### src/design/pix2x2_pkg.sv
// Shared constants and types for the 2x2 block-average pixelator.
`timescale 1ns / 1ps
`default_nettype none
package pix2x2_pkg;

   localparam int MAX_WIDTH  = 1024;
   localparam int MAX_HEIGHT = 1024;

   localparam int DIM_W      = 11;
   localparam int PIXEL_W    = 8;
   localparam int BLK_W      = 9;
   localparam int COL_W      = $clog2(MAX_WIDTH);
   localparam int ROW_W      = $clog2(MAX_HEIGHT);
   localparam int LINE_DEPTH = MAX_WIDTH / 2;
   localparam int ADDR_W     = $clog2(LINE_DEPTH);
   localparam int PAIR_W     = PIXEL_W + 1;
   localparam int SUM_W      = PIXEL_W + 2;
   localparam int CSR_ADDR_W = 3;
   localparam int CSR_DATA_W = 32;

   localparam logic [DIM_W-1:0] MIN_DIM       = DIM_W'(2);
   localparam logic [DIM_W-1:0] MAX_WIDTH_V   = DIM_W'(MAX_WIDTH);
   localparam logic [DIM_W-1:0] MAX_HEIGHT_V  = DIM_W'(MAX_HEIGHT);
   localparam logic [DIM_W-1:0] WIDTH_RESET   = DIM_W'(1024);
   localparam logic [DIM_W-1:0] HEIGHT_RESET  = DIM_W'(1024);

   typedef enum logic [0:0] {
      REG_IMAGE_WIDTH  = 1'b0,
      REG_IMAGE_HEIGHT = 1'b1
   } reg_index_type;

   function automatic logic [DIM_W-1:0] clamp_dim(input logic [DIM_W-1:0] v,
                                                  input logic [DIM_W-1:0] maxv);
      logic [DIM_W-1:0] r;
      r = v;
      if (v < MIN_DIM) begin
         r = MIN_DIM;
      end else if (v > maxv) begin
         r = maxv;
      end
      return r;
   endfunction

endpackage
`default_nettype wire

### src/design/pixelate_2x2_block_average.sv
// Top level of the 2x2 block-average pixelator with its pair-sum line memory.
`timescale 1ns / 1ps
`default_nettype none
// The block-closing request passes through stage 1 and the output register to rsp_valid.
// Throughput: one request per cycle while req_ready is high; the line memory takes at most
// one write or one read per request. req_ready drops only when the output register is full
// and not being taken. Reset (synchronous, active high) clears counters, held pixel, valids
// and sets both dimension registers to 1024. The line memory is not cleared: every entry
// is written on an even row before the odd row below reads it.
module pixelate_2x2_block_average (
   input  wire logic                                clock,
   input  wire logic                                reset,
   // request channel
   input  wire logic                                req_valid,
   output logic                                     req_ready,
   input  wire logic [pix2x2_pkg::PIXEL_W-1:0]      req_pixel,
   // result channel
   output logic                                     rsp_valid,
   input  wire logic                                rsp_ready,
   output logic [pix2x2_pkg::PIXEL_W-1:0]           rsp_block_mean,
   output logic [pix2x2_pkg::BLK_W-1:0]             rsp_block_row,
   output logic [pix2x2_pkg::BLK_W-1:0]             rsp_block_col,
   output logic                                     rsp_last_block,
   // configuration port
   input  wire logic                                psel,
   input  wire logic                                penable,
   input  wire logic                                pwrite,
   input  wire logic [pix2x2_pkg::CSR_ADDR_W-1:0]   paddr,
   input  wire logic [pix2x2_pkg::CSR_DATA_W-1:0]   pwdata,
   output logic [pix2x2_pkg::CSR_DATA_W-1:0]        prdata,
   output logic                                     pready
);

   // ---------------------------------------------------------------
   // Configuration registers
   // ---------------------------------------------------------------
   logic [pix2x2_pkg::DIM_W-1:0] image_width_ff;
   logic [pix2x2_pkg::DIM_W-1:0] image_height_ff;
   pix2x2_pkg::reg_index_type    csr_index;
   logic                         csr_write;

   assign pready    = 1'b1;
   assign csr_index = pix2x2_pkg::reg_index_type'(paddr[2]);
   assign csr_write = psel & penable & pwrite;

   always_ff @(posedge clock) begin
      if (reset) begin
         image_width_ff  <= pix2x2_pkg::WIDTH_RESET;
         image_height_ff <= pix2x2_pkg::HEIGHT_RESET;
      end else if (csr_write) begin
         unique case (csr_index)
            pix2x2_pkg::REG_IMAGE_WIDTH: begin
               image_width_ff <= pwdata[pix2x2_pkg::DIM_W-1:0];
            end
            pix2x2_pkg::REG_IMAGE_HEIGHT: begin
               image_height_ff <= pwdata[pix2x2_pkg::DIM_W-1:0];
            end
            default: begin
            end
         endcase
      end
   end

   always_comb begin
      prdata = '0;
      unique case (csr_index)
         pix2x2_pkg::REG_IMAGE_WIDTH: begin
            prdata[pix2x2_pkg::DIM_W-1:0] = image_width_ff;
         end
         pix2x2_pkg::REG_IMAGE_HEIGHT: begin
            prdata[pix2x2_pkg::DIM_W-1:0] = image_height_ff;
         end
         default: begin
         end
      endcase
   end

   // ---------------------------------------------------------------
   // Effective dimensions: saturate into 2..MAX, even parts bound blocks
   // ---------------------------------------------------------------
   logic [pix2x2_pkg::DIM_W-1:0] eff_width;
   logic [pix2x2_pkg::DIM_W-1:0] eff_height;
   logic [pix2x2_pkg::DIM_W-1:0] even_width;
   logic [pix2x2_pkg::DIM_W-1:0] even_height;

   assign eff_width   = pix2x2_pkg::clamp_dim(image_width_ff, pix2x2_pkg::MAX_WIDTH_V);
   assign eff_height  = pix2x2_pkg::clamp_dim(image_height_ff, pix2x2_pkg::MAX_HEIGHT_V);
   assign even_width  = {eff_width[pix2x2_pkg::DIM_W-1:1], 1'b0};
   assign even_height = {eff_height[pix2x2_pkg::DIM_W-1:1], 1'b0};

   // ---------------------------------------------------------------
   // Handshake and pipeline control
   // ---------------------------------------------------------------
   logic s1_valid_ff;
   logic rsp_valid_ff;
   logic out_take;    // output register can load this cycle
   logic s1_advance;  // stage 1 moves into the output register
   logic accept;

   assign out_take   = ~rsp_valid_ff | rsp_ready;
   assign s1_advance = s1_valid_ff & out_take;
   assign req_ready  = ~s1_valid_ff | out_take;
   assign accept     = req_valid & req_ready;

   // ---------------------------------------------------------------
   // Position counters and held pixel
   // ---------------------------------------------------------------
   logic [pix2x2_pkg::COL_W-1:0]  col_count_ff;
   logic [pix2x2_pkg::ROW_W-1:0]  row_count_ff;
   logic [pix2x2_pkg::PIXEL_W-1:0] held_pixel_ff;
   logic [pix2x2_pkg::COL_W-1:0]  col_count_in;
   logic [pix2x2_pkg::ROW_W-1:0]  row_count_in;
   logic [pix2x2_pkg::DIM_W-1:0]  col_plus;
   logic [pix2x2_pkg::DIM_W-1:0]  row_plus;
   logic                          in_block;
   logic                          odd_col;
   logic                          odd_row;
   logic                          is_last;
   logic [pix2x2_pkg::PAIR_W-1:0] pair_sum;

   assign in_block = (pix2x2_pkg::DIM_W'(row_count_ff) < even_height)
                   & (pix2x2_pkg::DIM_W'(col_count_ff) < even_width);
   assign odd_col  = col_count_ff[0];
   assign odd_row  = row_count_ff[0];
   assign is_last  = (pix2x2_pkg::DIM_W'(row_count_ff) == even_height - pix2x2_pkg::DIM_W'(1))
                   & (pix2x2_pkg::DIM_W'(col_count_ff) == even_width - pix2x2_pkg::DIM_W'(1));
   assign pair_sum = pix2x2_pkg::PAIR_W'(held_pixel_ff) + pix2x2_pkg::PAIR_W'(req_pixel);

   // Advance column; wrap into the next row, and the row into a new image.
   always_comb begin
      col_plus     = pix2x2_pkg::DIM_W'(col_count_ff) + pix2x2_pkg::DIM_W'(1);
      row_plus     = pix2x2_pkg::DIM_W'(row_count_ff) + pix2x2_pkg::DIM_W'(1);
      col_count_in = col_plus[pix2x2_pkg::COL_W-1:0];
      row_count_in = row_count_ff;
      if (col_plus >= eff_width) begin
         col_count_in = '0;
         row_count_in = row_plus[pix2x2_pkg::ROW_W-1:0];
         if (row_plus >= eff_height) begin
            row_count_in = '0;
         end
      end
   end

   always_ff @(posedge clock) begin
      if (reset) begin
         col_count_ff  <= '0;
         row_count_ff  <= '0;
         held_pixel_ff <= '0;
      end else if (accept) begin
         col_count_ff <= col_count_in;
         row_count_ff <= row_count_in;
         if (in_block & ~odd_col) begin
            held_pixel_ff <= req_pixel;
         end
      end
   end

   // ---------------------------------------------------------------
   // Pair-sum line memory: written on even rows, read on odd rows.
   // A given entry is written at least one full row before it is read,
   // so no forwarding is needed.
   // ---------------------------------------------------------------
   logic [pix2x2_pkg::PAIR_W-1:0] line_mem [pix2x2_pkg::LINE_DEPTH];
   logic [pix2x2_pkg::PAIR_W-1:0] line_rd_ff;
   logic [pix2x2_pkg::ADDR_W-1:0] line_addr;
   logic                          line_wr;
   logic                          line_rd;

   assign line_addr = col_count_ff[pix2x2_pkg::ADDR_W:1];
   assign line_wr   = accept & in_block & odd_col & ~odd_row;
   assign line_rd   = accept & in_block & odd_col & odd_row;

   always_ff @(posedge clock) begin
      if (line_wr) begin
         line_mem[line_addr] <= pair_sum;
      end
      if (line_rd) begin
         line_rd_ff <= line_mem[line_addr];
      end
   end

   // ---------------------------------------------------------------
   // Stage 1: hold the lower pair and block coordinates while the
   // upper pair comes out of the memory.
   // ---------------------------------------------------------------
   logic [pix2x2_pkg::PAIR_W-1:0] s1_pair_ff;
   logic [pix2x2_pkg::BLK_W-1:0]  s1_row_ff;
   logic [pix2x2_pkg::BLK_W-1:0]  s1_col_ff;
   logic                          s1_last_ff;

   always_ff @(posedge clock) begin
      if (reset) begin
         s1_valid_ff <= 1'b0;
      end else if (line_rd) begin
         s1_valid_ff <= 1'b1;
      end else if (s1_advance) begin
         s1_valid_ff <= 1'b0;
      end
   end

   always_ff @(posedge clock) begin
      if (line_rd) begin
         s1_pair_ff <= pair_sum;
         s1_row_ff  <= row_count_ff[pix2x2_pkg::BLK_W:1];
         s1_col_ff  <= col_count_ff[pix2x2_pkg::BLK_W:1];
         s1_last_ff <= is_last;
      end
   end

   // ---------------------------------------------------------------
   // Output register: add the two pairs, drop the two low bits.
   // ---------------------------------------------------------------
   logic [pix2x2_pkg::SUM_W-1:0]   block_sum;
   logic [pix2x2_pkg::PIXEL_W-1:0] rsp_mean_ff;
   logic [pix2x2_pkg::BLK_W-1:0]   rsp_row_ff;
   logic [pix2x2_pkg::BLK_W-1:0]   rsp_col_ff;
   logic                           rsp_last_ff;

   assign block_sum = pix2x2_pkg::SUM_W'(line_rd_ff) + pix2x2_pkg::SUM_W'(s1_pair_ff);

   always_ff @(posedge clock) begin
      if (reset) begin
         rsp_valid_ff <= 1'b0;
      end else if (out_take) begin
         rsp_valid_ff <= s1_valid_ff;
      end
   end

   always_ff @(posedge clock) begin
      if (s1_advance) begin
         rsp_mean_ff <= block_sum[pix2x2_pkg::SUM_W-1:2];
         rsp_row_ff  <= s1_row_ff;
         rsp_col_ff  <= s1_col_ff;
         rsp_last_ff <= s1_last_ff;
      end
   end

   assign rsp_valid      = rsp_valid_ff;
   assign rsp_block_mean = rsp_mean_ff;
   assign rsp_block_row  = rsp_row_ff;
   assign rsp_block_col  = rsp_col_ff;
   assign rsp_last_block = rsp_last_ff;

endmodule
`default_nettype wire
### config.mk
export PLATFORM = sky130hd
export DESIGN_NAME = pixelate_2x2_block_average
export DESIGN_NICKNAME = d
export VERILOG_FILES = /design/src/design/pix2x2_pkg.sv /design/src/design/pixelate_2x2_block_average.sv
export SDC_FILE = /design/constraint.sdc
export NUM_CORES = 2
export LEC_CHECK = 0
export BUFFER_PORTS_ARGS = -buffer_cell sky130_fd_sc_hd__buf_2
export CORE_MARGIN = 8
export CORE_UTILIZATION = 57
export DETAILED_ROUTE_END_ITERATION = 8
export PLACE_DENSITY_LB_ADDON = 0.3
export SETUP_SLACK_MARGIN = 0.15
export SYNTH_ARGS = -nofsm -noshare
export SYNTH_HDL_FRONTEND = slang
export SYNTH_MEMORY_MAX_BITS = 65536
export SYNTH_SLANG_ARGS = --single-unit
### constraint.sdc
create_clock -name clock -period 21.1 [get_ports clock]
set_input_delay 1.055 -clock clock [delete_from_list [all_inputs] [get_ports clock]]
set_output_delay 1.055 -clock clock [all_outputs]
set_load 0.05 [all_outputs]
# Yosys cells after proc, flatten, opt, wreduce, memory -nomap -nowiden
# Memories as Yosys holds them, arrays and structs flattened. A register that Yosys moved wholly into a read port is not among the register bits.
# Cells that the tools add are included.
[classes]
reduce_logical = 5
n_mux = 11
n_bitwise = 18
n_addsub = 6
magnitude_cmp = 8
eq_ne = 2
[ops]
columns = ["cell", "n"]
rows = [
  ["$mux 11", 4],
  ["$add 10x1->11 const B", 2],
  ["$eq 10x11->1", 2],
  ["$ge 11x11->1", 2],
  ["$gt 11x11->1 const B", 2],
  ["$lt 10x11->1", 2],
  ["$lt 11x2->1 const B", 2],
  ["$pmux 11 s2", 1],
  ["$sub 11x1->11 const B", 2],
  ["$mux 10", 2],
  ["$and 1x1->1", 11],
  ["$add 9x9->10", 1],
  ["$add 8x8->9", 1],
  ["$reduce_and 2->1", 4],
  ["$not 1->1", 5],
  ["$mux 1", 4],
  ["$or 1x1->1", 2],
  ["$reduce_bool 2->1", 1],
]
[totals]
mem_count = 1
output_inout_bits = 62
ram_bits = 4608
inputBits = 50
ff_bits = 107
elab_cells = 66
[mem_list]
columns = ["memory", "words", "word_bits", "read_ports", "rd_ports_with_merged_regs", "wr", "line_no", "source"]
rows = [
  ["line_mem", 512, 9, 1, 1, 1, "pixelate_2x2_block_average.sv:163", "logic [pix2x2_pkg::PAIR_W-1:0] line_mem [pix2x2_pkg::LINE_DEPTH];"],
]

# Longest topological paths before layout
[depth]
word_depth = 10
mapped_depth = 20
ltp_nobuf = 14

# Least setup slack after synthesis
# OpenSTA, ideal clock, no wires.
[synth_path]
path_kind = "in2reg"
startpoint = "in req_pixel[0] (netlist bit)"
endpoint = "mem line_mem[0][6] (netlist bit) (data pin)"
setup_ps = 3091
slack_ps = 1414
t_required_ps = 18009
arrival_ps = 16595
n_path_buf = 0
stages = 10
path_cell_list = "ha_1 > inv_1 > fa_1 > inv_1 > a21oi_1 > o21bai_1 > a21oi_1 > nor2_1 > nor2_1 > xnor2_1"
[synth_via]
elab_chain_len = 1
[synth_lines]
columns = ["item", "line_no", "source"]
rows = [
  ["from (decl)", "pixelate_2x2_block_average.sv:16", "input wire logic [pix2x2_pkg::PIXEL_W-1:0] req_pixel,"],
  ["$add 8x8->9", "pixelate_2x2_block_average.sv:127", "assign pair_sum = pix2x2_pkg::PAIR_W'(held_pixel_ff) + pix2x2_pkg::PAIR_W'(req_pixel);"],
  ["via pair_sum, one bit", "pixelate_2x2_block_average.sv:119", "logic [pix2x2_pkg::PAIR_W-1:0] pair_sum;"],
  ["to (decl)", "pixelate_2x2_block_average.sv:163", ""],
]
# The timed path passes the listed nets, and every way through them passes these cells.

# Final worst setup path
[layout_path]
startpoint = "reg col_count_ff[1] (netlist bit)"
endpoint = "reg line_rd_ff[3] (netlist bit), read port of line_mem (data pin)"
[layout_via]
elab_chain_len = 5
[layout_lines]
columns = ["item", "line_no", "source"]
rows = [
  ["from (decl)", "pixelate_2x2_block_average.sv:108", "logic [pix2x2_pkg::COL_W-1:0] col_count_ff;"],
  ["from (signal assigned)", "pixelate_2x2_block_average.sv:150", "col_count_ff <= col_count_in;"],
  ["$lt 10x11->1", "pixelate_2x2_block_average.sv:122", "& (pix2x2_pkg::DIM_W'(col_count_ff) < even_width);"],
  ["$and 1x1->1", "pixelate_2x2_block_average.sv:122", ""],
  ["$and 1x1->1 (3 in series)", "pixelate_2x2_block_average.sv:171", "assign line_rd = accept & in_block & odd_col & odd_row;"],
  ["to (decl)", "pixelate_2x2_block_average.sv:164", "logic [pix2x2_pkg::PAIR_W-1:0] line_rd_ff;"],
]
# Several ways; a longest one is shown, not always the timed one.
# A chain may end at the register's enable or synchronous reset.

==> out/results.txt <==
status = complete, but fails checks
failing checks = slew limit
share of cells above drive strength 1 = 26.0%
antenna-violating nets left = 0
CP max stage cell = buf_4
Setup Skew = 98.1 ps
number of global-route vias before repair = 96600
ys flop type = edfxtp_1
Die Y = 586 µm
gr usage total = 29.4%
worst vdd ir = 0.0770 mV
CTS resizes = 0
DP Cell Count = 13300
DRC Markers = 0
Critical Path Sink Type = flop
first-pass GRT wire length = 720000 µm
CP cell instances = buf_12 -> buf_4 -> buf_4 -> buf_4 -> mux4_2 -> mux4_2 -> mux2_2 -> a31oi_1 -> nand4_1 -> a21oi_1 -> nand4_1
Hold Crit Class = in -> reg
antenna violations before repair = 20
fin crit period = 7110 ps
post-layout util = 64.2%
Core Area = 324000 µm²
Longest Clk Path Bufs = 4
pwr dens = 94.9 nW/µm²
Compound-Gate Fraction of Synth Area = 2.88%
drt total wl = 510000 µm
RD Place Congestion = 0.927
Critical Path RT = 21750 ps
CTS tree = built
via count = 97600
Worst-Skew Late Latency = 1020 ps
Die ar. = 344000 µm²
worst-margin pin slew = 1660 ps
CTS Hold Bufs = 0
total leakage power = 63.7 nW
worst-path fanout max = 77
Sink Count = 4724
multiplexer share of the synthesized area = 15.3%
CP max stage delay = 840 ps
Async SR Flop Fraction = 0%
fillers = 21000
Clock Tree Root = clkbuf_16
Reg clk slew, reported paths = 60 ps
H-tree levels = 5
Synth Cell Area = 185000 µm²
Distinct cells, synth = 79
vias per inst = 6.89
setup violators final = 0
Avg WL per Cell = 36.0 µm
Initial Util = 57.2%
input/output buffers = 66
die width = 586 µm
syn_area_per_cell = 20.8 µm²
sequential fraction of the synthesis area = 76.3%
post-CTS setup buffers = 0
fraction of the mapped netlist area in simple logic gates = 3.23%
nets = 9522
combinational family with the most area after synthesis = multiplexers
detailed placer's ending HPWL = 309000 µm
Layout area overhead = 12.2%
Num CTS Buffers = 456
Mapped Cells = 8899
DRT Pass-1 Iters = 7
period utilization = 33.7%
RSZ-0062 raised after global routing = no
Syn. warnings = 0
WS Path Type = reg -> reg
final hold vios = 0
largest net degree at the start of global routing = 242
Final Max Slew Viols = 128
FP Rows = 209
GRT Residual Overflow = 0
maxcap violations = 0
Rel. slew slack = -10.8%
register bit total from synthesis = 4724
Top cell by count, worst path = buf_4
post-synthesis xor/xnor area fraction = 0.208%
Ports = 112
TNS Setup = 0 ps
Worst setup SP type = flop
Post-Synth Adder-Cell Area = 0.416%
f_max = 141 MHz
Cell Count, Final, Fillers Out = 14200
drt first-iter violations = 15000
EDFF count, synth = 4672
Arr. time, crit path = 7760 ps
-- synth_stat cells, drive strengths merged, types with 7 or more instances --
library cell	number	share of area, %
nand4	26	0.088
mux2i	250	1.4
a22o	49	0.23
xor2	17	0.080
a211oi	22	0.092
nand2	264	0.53
o22ai	45	0.15
and2	12	0.041
a221oi	60	0.28
o211ai	16	0.065
nor2b	26	0.088
o221ai	7	0.033
o2111ai	13	0.061
nor3	452	1.2
dfxtp	52	0.56
edfxtp	4672	76
a21oi	155	0.42
or4	11	0.047
and3	18	0.061
a311oi	10	0.047
or2	8	0.027
a22oi	205	0.83
nand3b	10	0.041
nand3	108	0.29
o21ai	70	0.19
clkbuf	242	0.49
nor3b	9	0.036
xnor2	27	0.13
ha	60	0.41
buf	367	1.2
or3	7	0.024
nand2b	24	0.081
a21o	11	0.045
nor2	270	0.55
nor4	13	0.047
mux2	20	0.12
mux4	1136	14
inv	22	0.045
a31oi	32	0.11
-- layer usage --
metal | global-route usage, % | routed length (µm) | vias up
met1 | 39.6 | 178000 | 50900
met3 | 8.69 | 68300 | 1279
met5 | 0.0138 | 57 | -
met2 | 43.8 | 230000 | 6992
met4 | 15.9 | 34100 | 10
li1 | - | - | 38400
-- sequential cells by signal (all words and copies together) (netlist names) --
name and flops:
s1_col_ff 9, s1_last_ff 1, s1_row_ff 9, s1_pair_ff 9
held_pixel_ff 8, line_mem 4608, rsp_valid 1, image_height_ff 11
line_rd_ff 9, col_count_ff 10, s1_valid_ff 1, rsp_block_col 9
rsp_last_block 1, row_count_ff 10, rsp_block_mean 8, image_width_ff 11
rsp_block_row 9
-- worst max-delay path: cells and delay by family, from the launching register on --
family                 cells  cell delay [ps]
AO/OA/AOI/OAI              2              980
buffers and inverters      4             2670
flip-flops                 1              720
multiplexers               3             1490
AND/OR/NAND/NOR            2              660
-- cells by family (layout without fill, tap and decap cells) --
kind of cell	Yosys count	count (layout)
and+or+nand+nor	1269	1269
adders and majority gates	61	61
AOI/OAI and AO/OA	762	762
buffers and inverters	631	1518
other	2	47
muxes	1406	1406
xor gates and xnor gates	44	44
DFF	4724	4724
-- path summary, 6_finish.rpt --
path,start,to,slack [ps],cells after the start
max,col_count_ff[1]$_SDFFE_PP0P_,line_rd_ff[3]$_DFFE_PP_,13990,11
min reg2reg,s1_col_ff[1]$_DFFE_PP_,rsp_block_col[1]$_DFFE_PP_,420,0
min,req_pixel[4],held_pixel_ff[4]$_SDFFE_PP0P_,320,3
max reg2reg,col_count_ff[1]$_SDFFE_PP0P_,line_rd_ff[3]$_DFFE_PP_,13990,11
-- cell type report --
cell class                 count  area (µm²)  area share [%]
sequential                  4724      141000            68.0
multi-input combinational   3564       41400            19.9
clock buffer                 564       12000            5.79
tap                         4325        5410            2.60
timing repair buffer         643        4940            2.37
clock inverter               289        2690            1.30
inverter                      22         100          0.0481
antenna                       25        62.6          0.0301
-- stage by stage --
step / setup slack, ps / hold slack, ps / cell area [µm²] / power (W)
2_1_floorplan: 1410 / 400 / 185000 / 0.0119
3_3_place_gp: 14160 / 402 / 193000 / 0.0118
3_5_place_dp: 14110 / 405 / 193000 / 0.0119
4_1_cts: 14100 / 271 / 208000 / 0.0198
5_1_grt: 13800 / 289 / 208000 / 0.0202
6_report: 13990 / 318 / 208000 / 0.0197
-- cell usage in the layout (no fill, tap or decap), types with 32 or more instances in the layout --
master,instances
clkbuf_16,464
buf_4,555
edfxtp_1,4672
dfxtp_1,43
mux4_2,1136
clkinv_2,85
ha_1,59
nor3_1,409
a21oi_1,155
a221oi_1,60
buf_2,66
nor2_1,261
a22o_1,49
o22ai_1,45
mux2i_1,250
nand3_1,104
o21ai_0,70
nand2_1,260
a31oi_1,32
bufinv_16,40
clkinv_1,123
a22oi_1,205
clkbuf_1,95
nor3_2,43
-- where the power goes --
| part | switching [W] | internal, W | total (W) |
|---|---|---|---|
| clock network | 0.00350 | 0.00454 | 0.00804 |
| registers | 0.00000624 | 0.0107 | 0.0107 |
| logic | 0.000760 | 0.000225 | 0.000985 |
| total | 0.00426 | 0.0155 | 0.0197 |
Note: power is estimated with default switching activity, not from simulation.
